**config.mk**
```make
export PLATFORM = sky130hd
export DESIGN_NAME = knob_step_accel_zero_detent_flat
export DESIGN_NICKNAME = d
export VERILOG_FILES = /design/src/sv/kstep_pkg.sv /design/src/sv/kstep_if.sv /design/src/sv/knob_step_accel_zero_detent.sv /design/src/sv/kstep_front.sv /design/src/sv/kstep_queue.sv /design/src/sv/kstep_back.sv /design/src/flat_wrapper.sv
export SDC_FILE = /design/constraint.sdc
export NUM_CORES = 1
export LEC_CHECK = 0
export BUFFER_PORTS_ARGS = -buffer_cell sky130_fd_sc_hd__buf_2
export CAP_MARGIN = 20
export CELL_PAD_IN_SITES_DETAIL_PLACEMENT = 0
export CELL_PAD_IN_SITES_GLOBAL_PLACEMENT = 1
export CORE_MARGIN = 5
export CORE_UTILIZATION = 30
export DETAILED_ROUTE_END_ITERATION = 16
export PLACE_DENSITY_LB_ADDON = 0.1
export SETUP_SLACK_MARGIN = 0.2
export SLEW_MARGIN = 20
export SYNTH_ARGS = -nofsm -noshare
export SYNTH_HDL_FRONTEND = slang
export SYNTH_SLANG_ARGS = --single-unit
```
**constraint.sdc**
```tcl
create_clock -name clk -period 9.25 [get_ports clk]
set_clock_uncertainty 0.1 [all_clocks]
set_input_delay 1.85 -clock clk [delete_from_list [all_inputs] [get_ports clk]]
set_output_delay 1.85 -clock clk [all_outputs]
set_load 0.01 [all_outputs]
```
**src/sv/kstep_pkg.sv**
```systemverilog
// Package: shared types and constants for the knob step accelerator with zero detent.
package kstep_pkg;

    localparam int KNOB_SLOTS = 6;
    localparam int SLOT_W = 3;
    localparam int CFG_ADDR_W = 4;
    localparam int CFG_DATA_W = 32;

    localparam logic MODE_OFFSET = 1'b0;
    localparam logic MODE_TRIGGER = 1'b1;
    localparam logic [1:0] OFFSET_SRC_LIMIT = 2'd2;
    localparam logic [SLOT_W-1:0] SLOT_TRIG_BASE = 3'd4;

    localparam logic [31:0] ACCEL_SLOW = 32'd75;
    localparam logic [31:0] ACCEL_MED = 32'd50;
    localparam logic [31:0] ACCEL_FAST = 32'd25;

    localparam logic [7:0] RST_STEP_SIZE = 8'd1;
    localparam logic signed [15:0] RST_OFFSET_ZERO = 16'sd500;
    localparam logic signed [15:0] RST_TRIGGER_ZERO = 16'sd500;
    localparam logic [15:0] RST_DWELL_MS = 16'd500;

    typedef enum logic [1:0] {
        REG_STEP_SIZE    = 2'd0,
        REG_OFFSET_ZERO  = 2'd1,
        REG_TRIGGER_ZERO = 2'd2,
        REG_DWELL_MS     = 2'd3
    } cfg_reg_t;

    typedef struct packed {
        logic [7:0]         step_size;
        logic signed [15:0] offset_zero;
        logic signed [15:0] trigger_zero;
        logic [15:0]        dwell_ms;
    } kstep_cfg_t;

    typedef struct packed {
        logic               ignore;
        logic [1:0]         src;
        logic               dir;
        logic [SLOT_W-1:0]  slot;
        logic signed [15:0] zero;
        logic [31:0]        now;
        logic signed [15:0] cur;
    } kstep_item_t;

endpackage

```
**src/sv/kstep_if.sv**
```systemverilog
// Interfaces: detent event channel and result channel.
interface kstep_evt_if;
    logic               valid;
    logic               ready;
    logic               mode;
    logic [1:0]         src;
    logic               direction;
    logic [31:0]        now_ms;
    logic signed [15:0] current_value;

    modport source (output valid, mode, src, direction, now_ms, current_value,
                    input ready);
    modport sink (input valid, mode, src, direction, now_ms, current_value,
                  output ready);
endinterface

interface kstep_res_if;
    logic               valid;
    logic               ready;
    logic               apply;
    logic signed [15:0] new_value;
    logic               snapped;

    modport source (output valid, apply, new_value, snapped, input ready);
    modport sink (input valid, apply, new_value, snapped, output ready);
endinterface

```
**src/sv/knob_step_accel_zero_detent.sv**
```systemverilog
// Top level: knob step accelerator with zero detent, APB register block and datapath.
// Takes one detent event per clock cycle while the queue is not full. A front end
// classifies each event (offset or trigger knob, slot, zero reference, ignored source)
// and pushes it into a two-entry queue; the back end pops one event per cycle while the
// result channel is not stalled and does the whole stateful update (time since the last
// detent, step multiplier 1 to 4, add, zero snap, dwell hold-off) as it pops, so the
// sustained rate is one transaction per cycle. Results pass the queue and the result
// register. Every event, including one for an unused source, gives exactly one result.
// Registers are written over APB at byte address 4*index; write them only while idle.
module knob_step_accel_zero_detent #(
    parameter int NUM_SOURCES = 3
) (
    input  logic                               clk,
    input  logic                               rst_n,
    kstep_evt_if.sink                          evt,
    kstep_res_if.source                        res,
    input  logic                               psel,
    input  logic                               penable,
    input  logic                               pwrite,
    input  logic [kstep_pkg::CFG_ADDR_W-1:0]   paddr,
    input  logic [kstep_pkg::CFG_DATA_W-1:0]   pwdata,
    output logic [kstep_pkg::CFG_DATA_W-1:0]   prdata,
    output logic                               pready
);
    import kstep_pkg::*;

    kstep_cfg_t  cfg_reg;
    kstep_item_t push_item;
    kstep_item_t pop_item;
    logic        q_push;
    logic        q_full;
    logic        q_pop;
    logic        q_not_empty;
    cfg_reg_t    reg_sel;

    assign pready = 1'b1;
    assign reg_sel = cfg_reg_t'(paddr[3:2]);

    always_ff @(posedge clk or negedge rst_n)
    begin
        if (!rst_n)
        begin
            cfg_reg.step_size <= RST_STEP_SIZE;
            cfg_reg.offset_zero <= RST_OFFSET_ZERO;
            cfg_reg.trigger_zero <= RST_TRIGGER_ZERO;
            cfg_reg.dwell_ms <= RST_DWELL_MS;
        end
        else if (psel && penable && pwrite)
        begin
            case (reg_sel)
                REG_STEP_SIZE:    cfg_reg.step_size <= pwdata[7:0];
                REG_OFFSET_ZERO:  cfg_reg.offset_zero <= pwdata[15:0];
                REG_TRIGGER_ZERO: cfg_reg.trigger_zero <= pwdata[15:0];
                REG_DWELL_MS:     cfg_reg.dwell_ms <= pwdata[15:0];
                default:          cfg_reg <= cfg_reg;
            endcase
        end
    end

    always_comb
    begin
        case (reg_sel)
            REG_STEP_SIZE:    prdata = {24'b0, cfg_reg.step_size};
            REG_OFFSET_ZERO:  prdata = {16'b0, cfg_reg.offset_zero};
            REG_TRIGGER_ZERO: prdata = {16'b0, cfg_reg.trigger_zero};
            REG_DWELL_MS:     prdata = {16'b0, cfg_reg.dwell_ms};
            default:          prdata = '0;
        endcase
    end

    kstep_front #(
        .NUM_SOURCES(NUM_SOURCES)
    ) u_front (
        .evt    (evt),
        .cfg    (cfg_reg),
        .q_full (q_full),
        .q_push (q_push),
        .q_item (push_item)
    );

    kstep_queue u_queue (
        .clk       (clk),
        .rst_n     (rst_n),
        .push      (q_push),
        .push_item (push_item),
        .full      (q_full),
        .pop       (q_pop),
        .not_empty (q_not_empty),
        .pop_item  (pop_item)
    );

    kstep_back #(
        .NUM_SOURCES(NUM_SOURCES)
    ) u_back (
        .clk     (clk),
        .rst_n   (rst_n),
        .cfg     (cfg_reg),
        .q_valid (q_not_empty),
        .q_item  (pop_item),
        .q_pop   (q_pop),
        .res     (res)
    );

endmodule

```
**src/sv/kstep_front.sv**
```systemverilog
// Front end: accepts detent events, classifies target and knob slot.
module kstep_front #(
    parameter int NUM_SOURCES = 3
) (
    kstep_evt_if.sink           evt,
    input  kstep_pkg::kstep_cfg_t  cfg,
    input  logic                q_full,
    output logic                q_push,
    output kstep_pkg::kstep_item_t q_item
);
    import kstep_pkg::*;

    logic bad_src;

    always_comb
    begin
        if (evt.mode == MODE_TRIGGER)
        begin
            bad_src = (int'(evt.src) >= NUM_SOURCES);
        end
        else
        begin
            bad_src = (evt.src >= OFFSET_SRC_LIMIT);
        end
    end

    always_comb
    begin
        q_item.ignore = bad_src;
        q_item.src = evt.src;
        q_item.dir = evt.direction;
        if (evt.mode == MODE_TRIGGER)
        begin
            q_item.slot = SLOT_TRIG_BASE + {2'b00, evt.direction};
            q_item.zero = cfg.trigger_zero;
        end
        else
        begin
            q_item.slot = {evt.src[0], 1'b0, evt.direction} & 3'b011
                          | {1'b0, evt.src[0], 1'b0};
            q_item.zero = cfg.offset_zero;
        end
        q_item.now = evt.now_ms;
        q_item.cur = evt.current_value;
    end

    assign evt.ready = !q_full;
    assign q_push = evt.valid && !q_full;

endmodule

```
**src/sv/kstep_queue.sv**
```systemverilog
// Two-entry queue between the front end and the back end.
module kstep_queue (
    input  logic                   clk,
    input  logic                   rst_n,
    input  logic                   push,
    input  kstep_pkg::kstep_item_t push_item,
    output logic                   full,
    input  logic                   pop,
    output logic                   not_empty,
    output kstep_pkg::kstep_item_t pop_item
);
    import kstep_pkg::*;

    localparam int DEPTH = 2;

    kstep_item_t mem_reg [DEPTH];
    logic        wr_ptr_reg;
    logic        rd_ptr_reg;
    logic [1:0]  count_reg;
    logic        do_push;
    logic        do_pop;

    assign full = (count_reg == 2'(DEPTH));
    assign not_empty = (count_reg != 2'd0);
    assign do_push = push && !full;
    assign do_pop = pop && not_empty;
    assign pop_item = mem_reg[rd_ptr_reg];

    always_ff @(posedge clk)
    begin
        if (do_push)
        begin
            mem_reg[wr_ptr_reg] <= push_item;
        end
    end

    always_ff @(posedge clk or negedge rst_n)
    begin
        if (!rst_n)
        begin
            wr_ptr_reg <= 1'b0;
            rd_ptr_reg <= 1'b0;
            count_reg <= 2'd0;
        end
        else
        begin
            if (do_push)
            begin
                wr_ptr_reg <= !wr_ptr_reg;
            end
            if (do_pop)
            begin
                rd_ptr_reg <= !rd_ptr_reg;
            end
            if (do_push && !do_pop)
            begin
                count_reg <= count_reg + 2'd1;
            end
            else if (do_pop && !do_push)
            begin
                count_reg <= count_reg - 2'd1;
            end
        end
    end

endmodule

```
**src/sv/kstep_back.sv**
```systemverilog
// Back end: acceleration, step, zero snap, dwell hold-off and result register.
module kstep_back #(
    parameter int NUM_SOURCES = 3
) (
    input  logic                   clk,
    input  logic                   rst_n,
    input  kstep_pkg::kstep_cfg_t  cfg,
    input  logic                   q_valid,
    input  kstep_pkg::kstep_item_t q_item,
    output logic                   q_pop,
    kstep_res_if.source            res
);
    import kstep_pkg::*;

    logic [31:0]        last_reg [KNOB_SLOTS];
    logic [31:0]        dwell_start_reg [NUM_SOURCES];
    logic [NUM_SOURCES-1:0] dwell_valid_reg;

    logic               res_valid_reg;
    logic               res_apply_reg;
    logic signed [15:0] res_value_reg;
    logic               res_snapped_reg;

    logic [31:0]        delta;
    logic [9:0]         step;
    logic [9:0]         step_x1;
    logic [9:0]         step_x2;
    logic signed [17:0] cur_x;
    logic signed [17:0] zero_x;
    logic signed [17:0] step_x;
    logic signed [17:0] sum;
    logic signed [17:0] final_sum;
    logic               snap;
    logic signed [15:0] wrapped;
    logic               dv;
    logic [31:0]        ds;
    logic               expired;
    logic               at_zero;
    logic               apply_c;
    logic               fire;

    assign delta = q_item.now - last_reg[q_item.slot];
    assign step_x1 = {2'b00, cfg.step_size};
    assign step_x2 = {1'b0, cfg.step_size, 1'b0};

    always_comb
    begin
        if (delta > ACCEL_SLOW)
        begin
            step = step_x1;
        end
        else if (delta > ACCEL_MED)
        begin
            step = step_x2;
        end
        else if (delta > ACCEL_FAST)
        begin
            step = step_x1 + step_x2;
        end
        else
        begin
            step = {cfg.step_size, 2'b00};
        end
    end

    assign cur_x = {{2{q_item.cur[15]}}, q_item.cur};
    assign zero_x = {{2{q_item.zero[15]}}, q_item.zero};
    assign step_x = {8'b0, step};
    assign sum = q_item.dir ? (cur_x + step_x) : (cur_x - step_x);
    assign snap = ((cur_x > zero_x) && (sum < zero_x)) || ((cur_x < zero_x) && (sum > zero_x));
    assign final_sum = snap ? zero_x : sum;
    assign wrapped = final_sum[15:0];

    always_comb
    begin
        dv = 1'b0;
        ds = '0;
        for (int i = 0; i < NUM_SOURCES; i++)
        begin
            if (int'(q_item.src) == i)
            begin
                dv = dwell_valid_reg[i];
                ds = dwell_start_reg[i];
            end
        end
    end

    assign expired = (q_item.now - ds) > {16'b0, cfg.dwell_ms};
    assign at_zero = (wrapped == q_item.zero);
    assign apply_c = at_zero || !dv || expired;

    assign fire = q_valid && (!res_valid_reg || res.ready);
    assign q_pop = fire;

    always_ff @(posedge clk)
    begin
        if (fire)
        begin
            if (q_item.ignore)
            begin
                res_apply_reg <= 1'b0;
                res_value_reg <= q_item.cur;
                res_snapped_reg <= 1'b0;
            end
            else
            begin
                res_apply_reg <= apply_c;
                res_value_reg <= wrapped;
                res_snapped_reg <= snap;
            end
        end
    end

    always_ff @(posedge clk or negedge rst_n)
    begin
        if (!rst_n)
        begin
            res_valid_reg <= 1'b0;
            dwell_valid_reg <= '0;
            for (int k = 0; k < KNOB_SLOTS; k++)
            begin
                last_reg[k] <= '0;
            end
            for (int i = 0; i < NUM_SOURCES; i++)
            begin
                dwell_start_reg[i] <= '0;
            end
        end
        else
        begin
            if (fire)
            begin
                res_valid_reg <= 1'b1;
            end
            else if (res.ready)
            begin
                res_valid_reg <= 1'b0;
            end
            if (fire && !q_item.ignore)
            begin
                last_reg[q_item.slot] <= q_item.now;
                for (int i = 0; i < NUM_SOURCES; i++)
                begin
                    if (int'(q_item.src) == i)
                    begin
                        if (at_zero)
                        begin
                            dwell_start_reg[i] <= q_item.now;
                            dwell_valid_reg[i] <= 1'b1;
                        end
                        else if (dv && expired)
                        begin
                            dwell_start_reg[i] <= '0;
                            dwell_valid_reg[i] <= 1'b0;
                        end
                    end
                end
            end
        end
    end

    assign res.valid = res_valid_reg;
    assign res.apply = res_apply_reg;
    assign res.new_value = res_value_reg;
    assign res.snapped = res_snapped_reg;

endmodule

```
**src/flat_wrapper.sv**
```systemverilog
// flat-port wrapper written by rule: the top's interface ports become plain ports
module knob_step_accel_zero_detent_flat import kstep_pkg::*;
#(
    parameter int NUM_SOURCES = 3
)
  (clk, rst_n, psel, penable, pwrite, paddr, pwdata, prdata, pready, evt_valid, evt_mode, evt_src, evt_direction, evt_now_ms, evt_current_value, evt_ready, res_valid, res_apply, res_new_value, res_snapped, res_ready);
  kstep_evt_if evt_i ();
  kstep_res_if res_i ();
  input  logic clk;
  input  logic rst_n;
  input  logic psel;
  input  logic penable;
  input  logic pwrite;
  input  logic [kstep_pkg::CFG_ADDR_W-1:0] paddr;
  input  logic [kstep_pkg::CFG_DATA_W-1:0] pwdata;
  output logic [kstep_pkg::CFG_DATA_W-1:0] prdata;
  output logic pready;
  input wire logic [$bits(evt_i.valid)-1:0] evt_valid;
  input wire logic [$bits(evt_i.mode)-1:0] evt_mode;
  input wire logic [$bits(evt_i.src)-1:0] evt_src;
  input wire logic [$bits(evt_i.direction)-1:0] evt_direction;
  input wire logic [$bits(evt_i.now_ms)-1:0] evt_now_ms;
  input wire logic [$bits(evt_i.current_value)-1:0] evt_current_value;
  output wire logic [$bits(evt_i.ready)-1:0] evt_ready;
  output wire logic [$bits(res_i.valid)-1:0] res_valid;
  output wire logic [$bits(res_i.apply)-1:0] res_apply;
  output wire logic [$bits(res_i.new_value)-1:0] res_new_value;
  output wire logic [$bits(res_i.snapped)-1:0] res_snapped;
  input wire logic [$bits(res_i.ready)-1:0] res_ready;
  assign evt_i.valid = evt_valid;
  assign evt_i.mode = evt_mode;
  assign evt_i.src = evt_src;
  assign evt_i.direction = evt_direction;
  assign evt_i.now_ms = evt_now_ms;
  assign evt_i.current_value = evt_current_value;
  assign evt_ready = evt_i.ready;
  assign res_valid = res_i.valid;
  assign res_apply = res_i.apply;
  assign res_new_value = res_i.new_value;
  assign res_snapped = res_i.snapped;
  assign res_i.ready = res_ready;
  knob_step_accel_zero_detent #(.NUM_SOURCES(NUM_SOURCES)) u_core (.clk(clk), .rst_n(rst_n), .evt(evt_i), .res(res_i), .psel(psel), .penable(penable), .pwrite(pwrite), .paddr(paddr), .pwdata(pwdata), .prdata(prdata), .pready(pready));
endmodule
```
==> results of run 1 <==
[cell usage in the layout, fill, tap and decap left out, drive strengths merged, types with 9 or more instances in the layout]
cell type,count
a211oi,18
a21o,51
a21oi,195
a22o,11
a31oi,17
and3,12
buf,536
clkbuf,88
clkinv,17
conb,17
dfrtp,333
dfstp,19
edfxtp,158
ha,138
inv,92
mux2,108
mux2i,78
nand2,456
nand2b,17
nand3,27
nand4,27
nor2,139
nor2b,15
nor3,31
nor4,9
o211ai,14
o21a,24
o21ai,296
o21bai,14
o221ai,14
o22ai,53
o2bb2ai,98
xnor2,50
xor2,24
[layout make-up]
type / count / area [sq um]
Clock buffer: 85 / 1730
Multi-Input combinational cell: 2079 / 14900
Fill cell: 9236 / 56600
Timing Repair Buffer: 539 / 4350
Antenna cell: 1 / 2.50
Sequential cell: 510 / 13600
Clock inverter: 30 / 384
Tap cell: 1254 / 1570
Inverter: 92 / 345
[how the worst max path moves through the flow]
| stage | startpoint | endpoint | slack, ps | cells after the start |
|---|---|---|---|---|
| 2_1_floorplan | u_core.u_queue.rd_ptr_reg | u_core.u_back.dwell_start_reg[75] | 210 | 51 |
| 3_3_place_gp | u_core.u_queue.rd_ptr_reg | u_core.u_back.dwell_start_reg[91] | -540 | 41 |
| 3_5_place_dp | u_core.u_queue.rd_ptr_reg | u_core.u_back.dwell_start_reg[91] | -570 | 43 |
| 4_1_cts | u_core.u_queue.rd_ptr_reg | u_core.u_back.dwell_start_reg[51] | 5 | 49 |
| 5_1_grt | u_core.u_queue.rd_ptr_reg | u_core.u_back.dwell_start_reg[45] | -450 | 49 |
| 6_report | u_core.u_queue.rd_ptr_reg | u_core.u_back.dwell_start_reg[58] | 4 | 48 |
[metrics by stage]
stage                     setup TNS (ps)  std cells  area [sq um]
final                                  0       4590         36900
after global routing              -45970       4589         36900
after CTS                              0       4565         36100
after detailed placement          -54800       4402         32800
after global placement            -53460       4402         32800
after floorplan                        0       2851         28400
[per-layer routing]
| metal | part of all wire (%) | vias to the layer above | global-route usage, % |
|---|---|---|---|
| met5 | 0.048 | - | 0 |
| met4 | 2.8 | 8 | 5.77 |
| met3 | 4.6 | 143 | 3.12 |
| met2 | 46 | 541 | 31.3 |
| met1 | 47 | 11682 | 26.8 |
| li1 | - | 11222 | - |
[critical path, delay by kind of cell, from the launching register on]
family | cells | cell delay, ps
adder cells (fa/ha/maj) | 4 | 920
AND/OR/NAND/NOR | 8 | 1530
AO/OA/AOI/OAI | 23 | 4090
multiplexers | 1 | 270
flip-flops | 1 | 540
buffers and inverters | 10 | 1330
XOR/XNOR | 2 | 240
[logic make-up (layout without fill, tap and decap cells)]
| logic type | after synthesis | count (layout) | synth area share [%] |
|---|---|---|---|
| AO/OA/AOI/OAI | 876 | 876 | 19.7 |
| multiplexers | 194 | 194 | 7.76 |
| adder cells (fa/ha/maj) | 142 | 142 | 6.39 |
| XOR/XNOR | 74 | 74 | 2.29 |
| AND/OR/NAND/NOR | 776 | 776 | 11.9 |
| flip-flops | 510 | 510 | 48.0 |
| buffers and inverters | 262 | 746 | 3.88 |
| other | 2 | 18 | 0.0266 |
[what timing repair did]
| action | 4_1_cts | 5_1_grt |
|---|---|---|
| setup buffers | 45 | 18 |
| gates cloned | 3 | 3 |
| pin swaps | 86 | 63 |
| setup endpoints to repair | 117 | 117 |
| resized for setup | 173 | 97 |
==> results.toml, run 1 <==
[drt]
dr.pass1.iters = 5
ant_nets = 0
drc = 0
vias = 23596
wl_per_cell_um = 21.6
finalWirelength_mm = 99.3
via_per_inst = 5.14
drt_iter0_markers = 1458

[global_route]
grt_overflow_total = 0
grt_pass1_vias = 24114
grt_pass1_wl_mm = 149
antenna_found_initial = 9
grt_max_degree = 152
track_usage_pct = 19.3

[setup_path]
crit_path_start_kind = "register"
worstRegToRegCells = 48
r2r-start = "u_core.u_queue.rd_ptr_reg"
crit_type = "reg2reg"
crit_required_ps = 9660
end_kind = "register"
r2r_slack_ps = 4
slowest_stage = "dfrtp_4"
crit_fanout = 9
critPathMaxStageDelay_ps = 540
arrival_ps = 9650
rr_endpoint = "u_core.u_back.dwell_start_reg[58]"

[logic_synthesis]
ys_ff_latch = 510
yosysUniqueCellTypes = 88
yosysTopAreaCellShare_pct = 29.5
ys_seq_area_share_pct = 48.0
yosysMostFrequentCell = "nand2_1"
ys_warn_count = 0
synth.largest_area_cell = "dfrtp_1"
synth_edf_count = 158
avgSynthCellArea_sq_um = 9.97
synthCells = 2836
synthTopCellsByArea = "dfrtp_1, edfxtp_1, ha_1, nand2_1, o21ai_0"
netlist_area_sq_um = 28300
yosys-top-cells-count = "nand2_1, dfrtp_1, o21ai_0, a21oi_1, edfxtp_1"
synthFlopType = "dfrtp_1"
synthArstFlopShare_pct = 69.0

[clocking]
postCtsHoldBufs = 0
cts.sinks = 510
clk_pin_slew_ps = 60
cts_tree = "built"
clock_path_buffers = 3
htree_levels = 2
cts-root-buf = "clkbuf_16"
numCtsBuffers = 61
clock_latency_ps = 680

[floorplan]
ios = 148
dieHeight_um = 317
die_x_um = 317
start_util_pct = 30.2
fp-row-count = 112
die_area_sq_um = 100000
coreArea_sq_um = 93500

[place]
place_ws_ps = -570
hpwl_mm = 69.5
portBuffers = 112
gp_congestion = 0.855

[timing]
rsz0062_at_grt = "true"
finalCritPeriodShare_pct = 100
hold_viol_final = 0
setup_ws_ps = 4.23
slew_headroom_pct = 24.6
period_minus_slack_ps = 9250
setup_viol = 0
finalMaxSlewViolations = 0
tightest_slew_ps = 1130
timing.fmax_mhz = 108
hold_ws_ps = 379

[worst_hold_path]
min-delay-start = "u_core.u_back.last_reg[32]"
hp-class = "reg2reg"
whs_path_depth = 2
hold_end = "u_core.u_back.last_reg[32]"

[flow_run]
cap_violations = 0

[status]
status = "complete, no violations"

[final_layout]
areaGrowthSynthToFinish_pct = 30.5
fin_util_pct = 39.5
drive_gt1_share_pct = 29.4
largest_reg_flops = 192
layout.nets = 3520
Power of run 1 is not shown: default switching activity piles up to over one toggle a cycle in this logic, so the estimate is an artifact.
==> inputs of run 2 (changes only) <==
ABC_AREA = 1   (was not set)
CTS_BUF_LIST = sky130_fd_sc_hd__clkbuf_4 sky130_fd_sc_hd__clkbuf_8 sky130_fd_sc_hd__clkbuf_16   (was not set)
==> run 2 against run 1 <==
Synthesized cell count rose by 31%. First-iteration DRC count up 18%. Critical path depth is 12 higher. Global-route usage up 0.53 points. Routed wire length grew 6.0%. Via count grew 8.9%. Non-clock buffer count is 29 lower. Largest cell class unchanged. Setup slack improved by 230 ps. Die area grew 4.0%. Highest routed layer unchanged.
==> results.toml, run 2 <==
[drt]
drc = 0
dr.pass1.iters = 5
via_per_inst = 4.70
finalWirelength_mm = 105
drt_iter0_markers = 1727
ant_nets = 0
wl_per_cell_um = 19.2
vias = 25705

[global_route]
grt_overflow_total = 0
grt_pass1_wl_mm = 158
grt_pass1_vias = 25179
grt_max_degree = 135
antenna_found_initial = 9
track_usage_pct = 19.8

[clocking]
cts.sinks = 510
htree_levels = 2
cts-root-buf = "clkbuf_16"
clock_path_buffers = 3
clk_pin_slew_ps = 60
numCtsBuffers = 59
cts_tree = "built"
clock_latency_ps = 680
postCtsHoldBufs = 0

[timing]
hold_viol_final = 0
rsz0062_at_grt = "true"
period_minus_slack_ps = 9020
setup_viol = 0
slew_headroom_pct = 27.9
finalMaxSlewViolations = 0
finalCritPeriodShare_pct = 97.5
setup_ws_ps = 235
tightest_slew_ps = 1080
fin_setup_tns_ps = 0
timing.fmax_mhz = 111

[place]
placed_area_sq_um = 33700
gp_congestion = 0.822
post-place-cells = 5290
hpwl_mm = 77.2
portBuffers = 112
place_ws_ps = -647

[final_layout]
drive_gt1_share_pct = 24.7
largest_reg_flops = 192
final_common_cell = "nand2_1"
postLayoutCellArea_sq_um = 38200
layout.nets = 4384
areaGrowthSynthToFinish_pct = 29.9
instances_no_fill = 5474
mostFrequentLayoutCells = "nand2_1, inv_1, dfrtp_1"

[flow_run]
cap_violations = 0

[setup_path]
crit_required_ps = 9700
crit_top_cell = "nand2_2"
end_kind = "register"
arrival_ps = 9460
critPathMaxStageDelay_ps = 580
crit_fanout = 8
crit_type = "reg2reg"
crit_path_start_kind = "register"
slowest_stage = "dfrtp_4"
cpLargestDelayFamily = "simple AND/OR/NAND/NOR gates"
critPathBufInv = 16

[logic_synthesis]
synthCells = 3716
yosysMostFrequentCell = "nand2_1"
synthFlopType = "dfrtp_1"
yosysUniqueCellTypes = 61
avgSynthCellArea_sq_um = 7.92
ys_ff_latch = 510
yosys-top-cells-count = "nand2_1, inv_1, dfrtp_1, nor2_1, o21ai_0"
ys_seq_area_share_pct = 46.1
synthTopCellsByArea = "dfrtp_1, edfxtp_1, nand2_1, ha_1, inv_1"
yosysTopAreaCellShare_pct = 28.3
synth.largest_area_cell = "dfrtp_1"
synth_edf_count = 158
netlist_area_sq_um = 29400
ys_warn_count = 0
synthArstFlopShare_pct = 69.0

[floorplan]
start_util_pct = 30.3
ios = 148
die_x_um = 323
dieHeight_um = 323
fp-row-count = 114
die_area_sq_um = 104000
coreArea_sq_um = 97000

[worst_hold_path]
hp-class = "reg2reg"

[status]
status = "complete, no violations"
run 2: cell count changes after synthesis, moves of 25 or more:
cell / before / now
nand4_1: 25 / 51
a21oi_1: 193 / 271
nor2_1: 139 / 324
a21o_1: 51 / 7
o22ai_1: 53 / 24
nand2_2: 1 / 26
xnor2_1: 50 / 19
mux2_2: 108 / 7
nand3_1: 27 / 114
nand2_1: 455 / 1091
inv_1: 91 / 415
o2bb2ai_1: 98 / 0
mux2i_1: 76 / 0
run 2: metrics by stage:
| step | util (%) | hold WS [ps] |
|---|---|---|
| final | 39.4 | 369 |
| after global routing | 39.4 | 384 |
| after CTS | 38.3 | 373 |
| after detailed placement | 34.7 | 359 |
| after global placement | 34.7 | 354 |
| after floorplan | - | 342 |
run 2: layout make-up:
class,count,area (sq um)
fillers,10045,58800
multi-input cells,2643,15200
flip-flops and latches,510,13600
repair buffers,510,4210
clock buffers,100,1890
inverters,423,1610
well taps,1276,1600
clock inverters,11,150
diodes,1,2.50
run 2: final timing paths:
kind                            depth (start not counted)                           endpoint                         startpoint  slack [ps]
worst max register to register                         60  u_core.u_back.dwell_start_reg[90]          u_core.u_queue.rd_ptr_reg         230
max in group asynchronous                               2          u_core.u_queue.rd_ptr_reg                              rst_n        6270
min in group asynchronous                               1                 u_core.cfg_reg[43]                              rst_n        1090
worst min register to register                          2  u_core.u_back.dwell_start_reg[63]  u_core.u_back.dwell_start_reg[63]         370
worst min-delay path                                    2  u_core.u_back.dwell_start_reg[63]  u_core.u_back.dwell_start_reg[63]         370
worst max-delay path                                   60  u_core.u_back.dwell_start_reg[90]          u_core.u_queue.rd_ptr_reg         230
run 2: kinds of logic after synthesis:
kind of cell	share of synthesized area (%)
XOR/XNOR	1.94
AND/OR/NAND/NOR	23.7
multiplexers	0.268
AO/OA/AOI/OAI	14.0
buffers and inverters	7.83
adder cells (fa/ha/maj)	6.14
flip-flops	46.1
other	0.0255
run 2: what timing repair did:
| action | 4_1_cts | 5_1_grt |
|---|---|---|
| pin swaps | 113 | 111 |
| gates cloned | 9 | 3 |
| setup endpoints to repair | 116 | 116 |
| buffers inserted | 40 | 18 |
| hold endpoints to repair | 0 | 0 |
| resized for setup | 208 | 236 |
run 2: per-layer routing:
layer	global-route usage, %	part of all wire [%]	up-vias
met5	0	0.012	-
met4	4.37	1.9	2
met3	2.12	3.2	117
met2	30.5	44	406
met1	30.2	51	12155
li1	-	-	13025
run 2: tightest hold or removal path, cell delays in order (launching register included):
cell and delay (ps):
dfrtp_1 340, nand2_1 50, nand2_1 50
Power of run 2 is left out for the same reason.
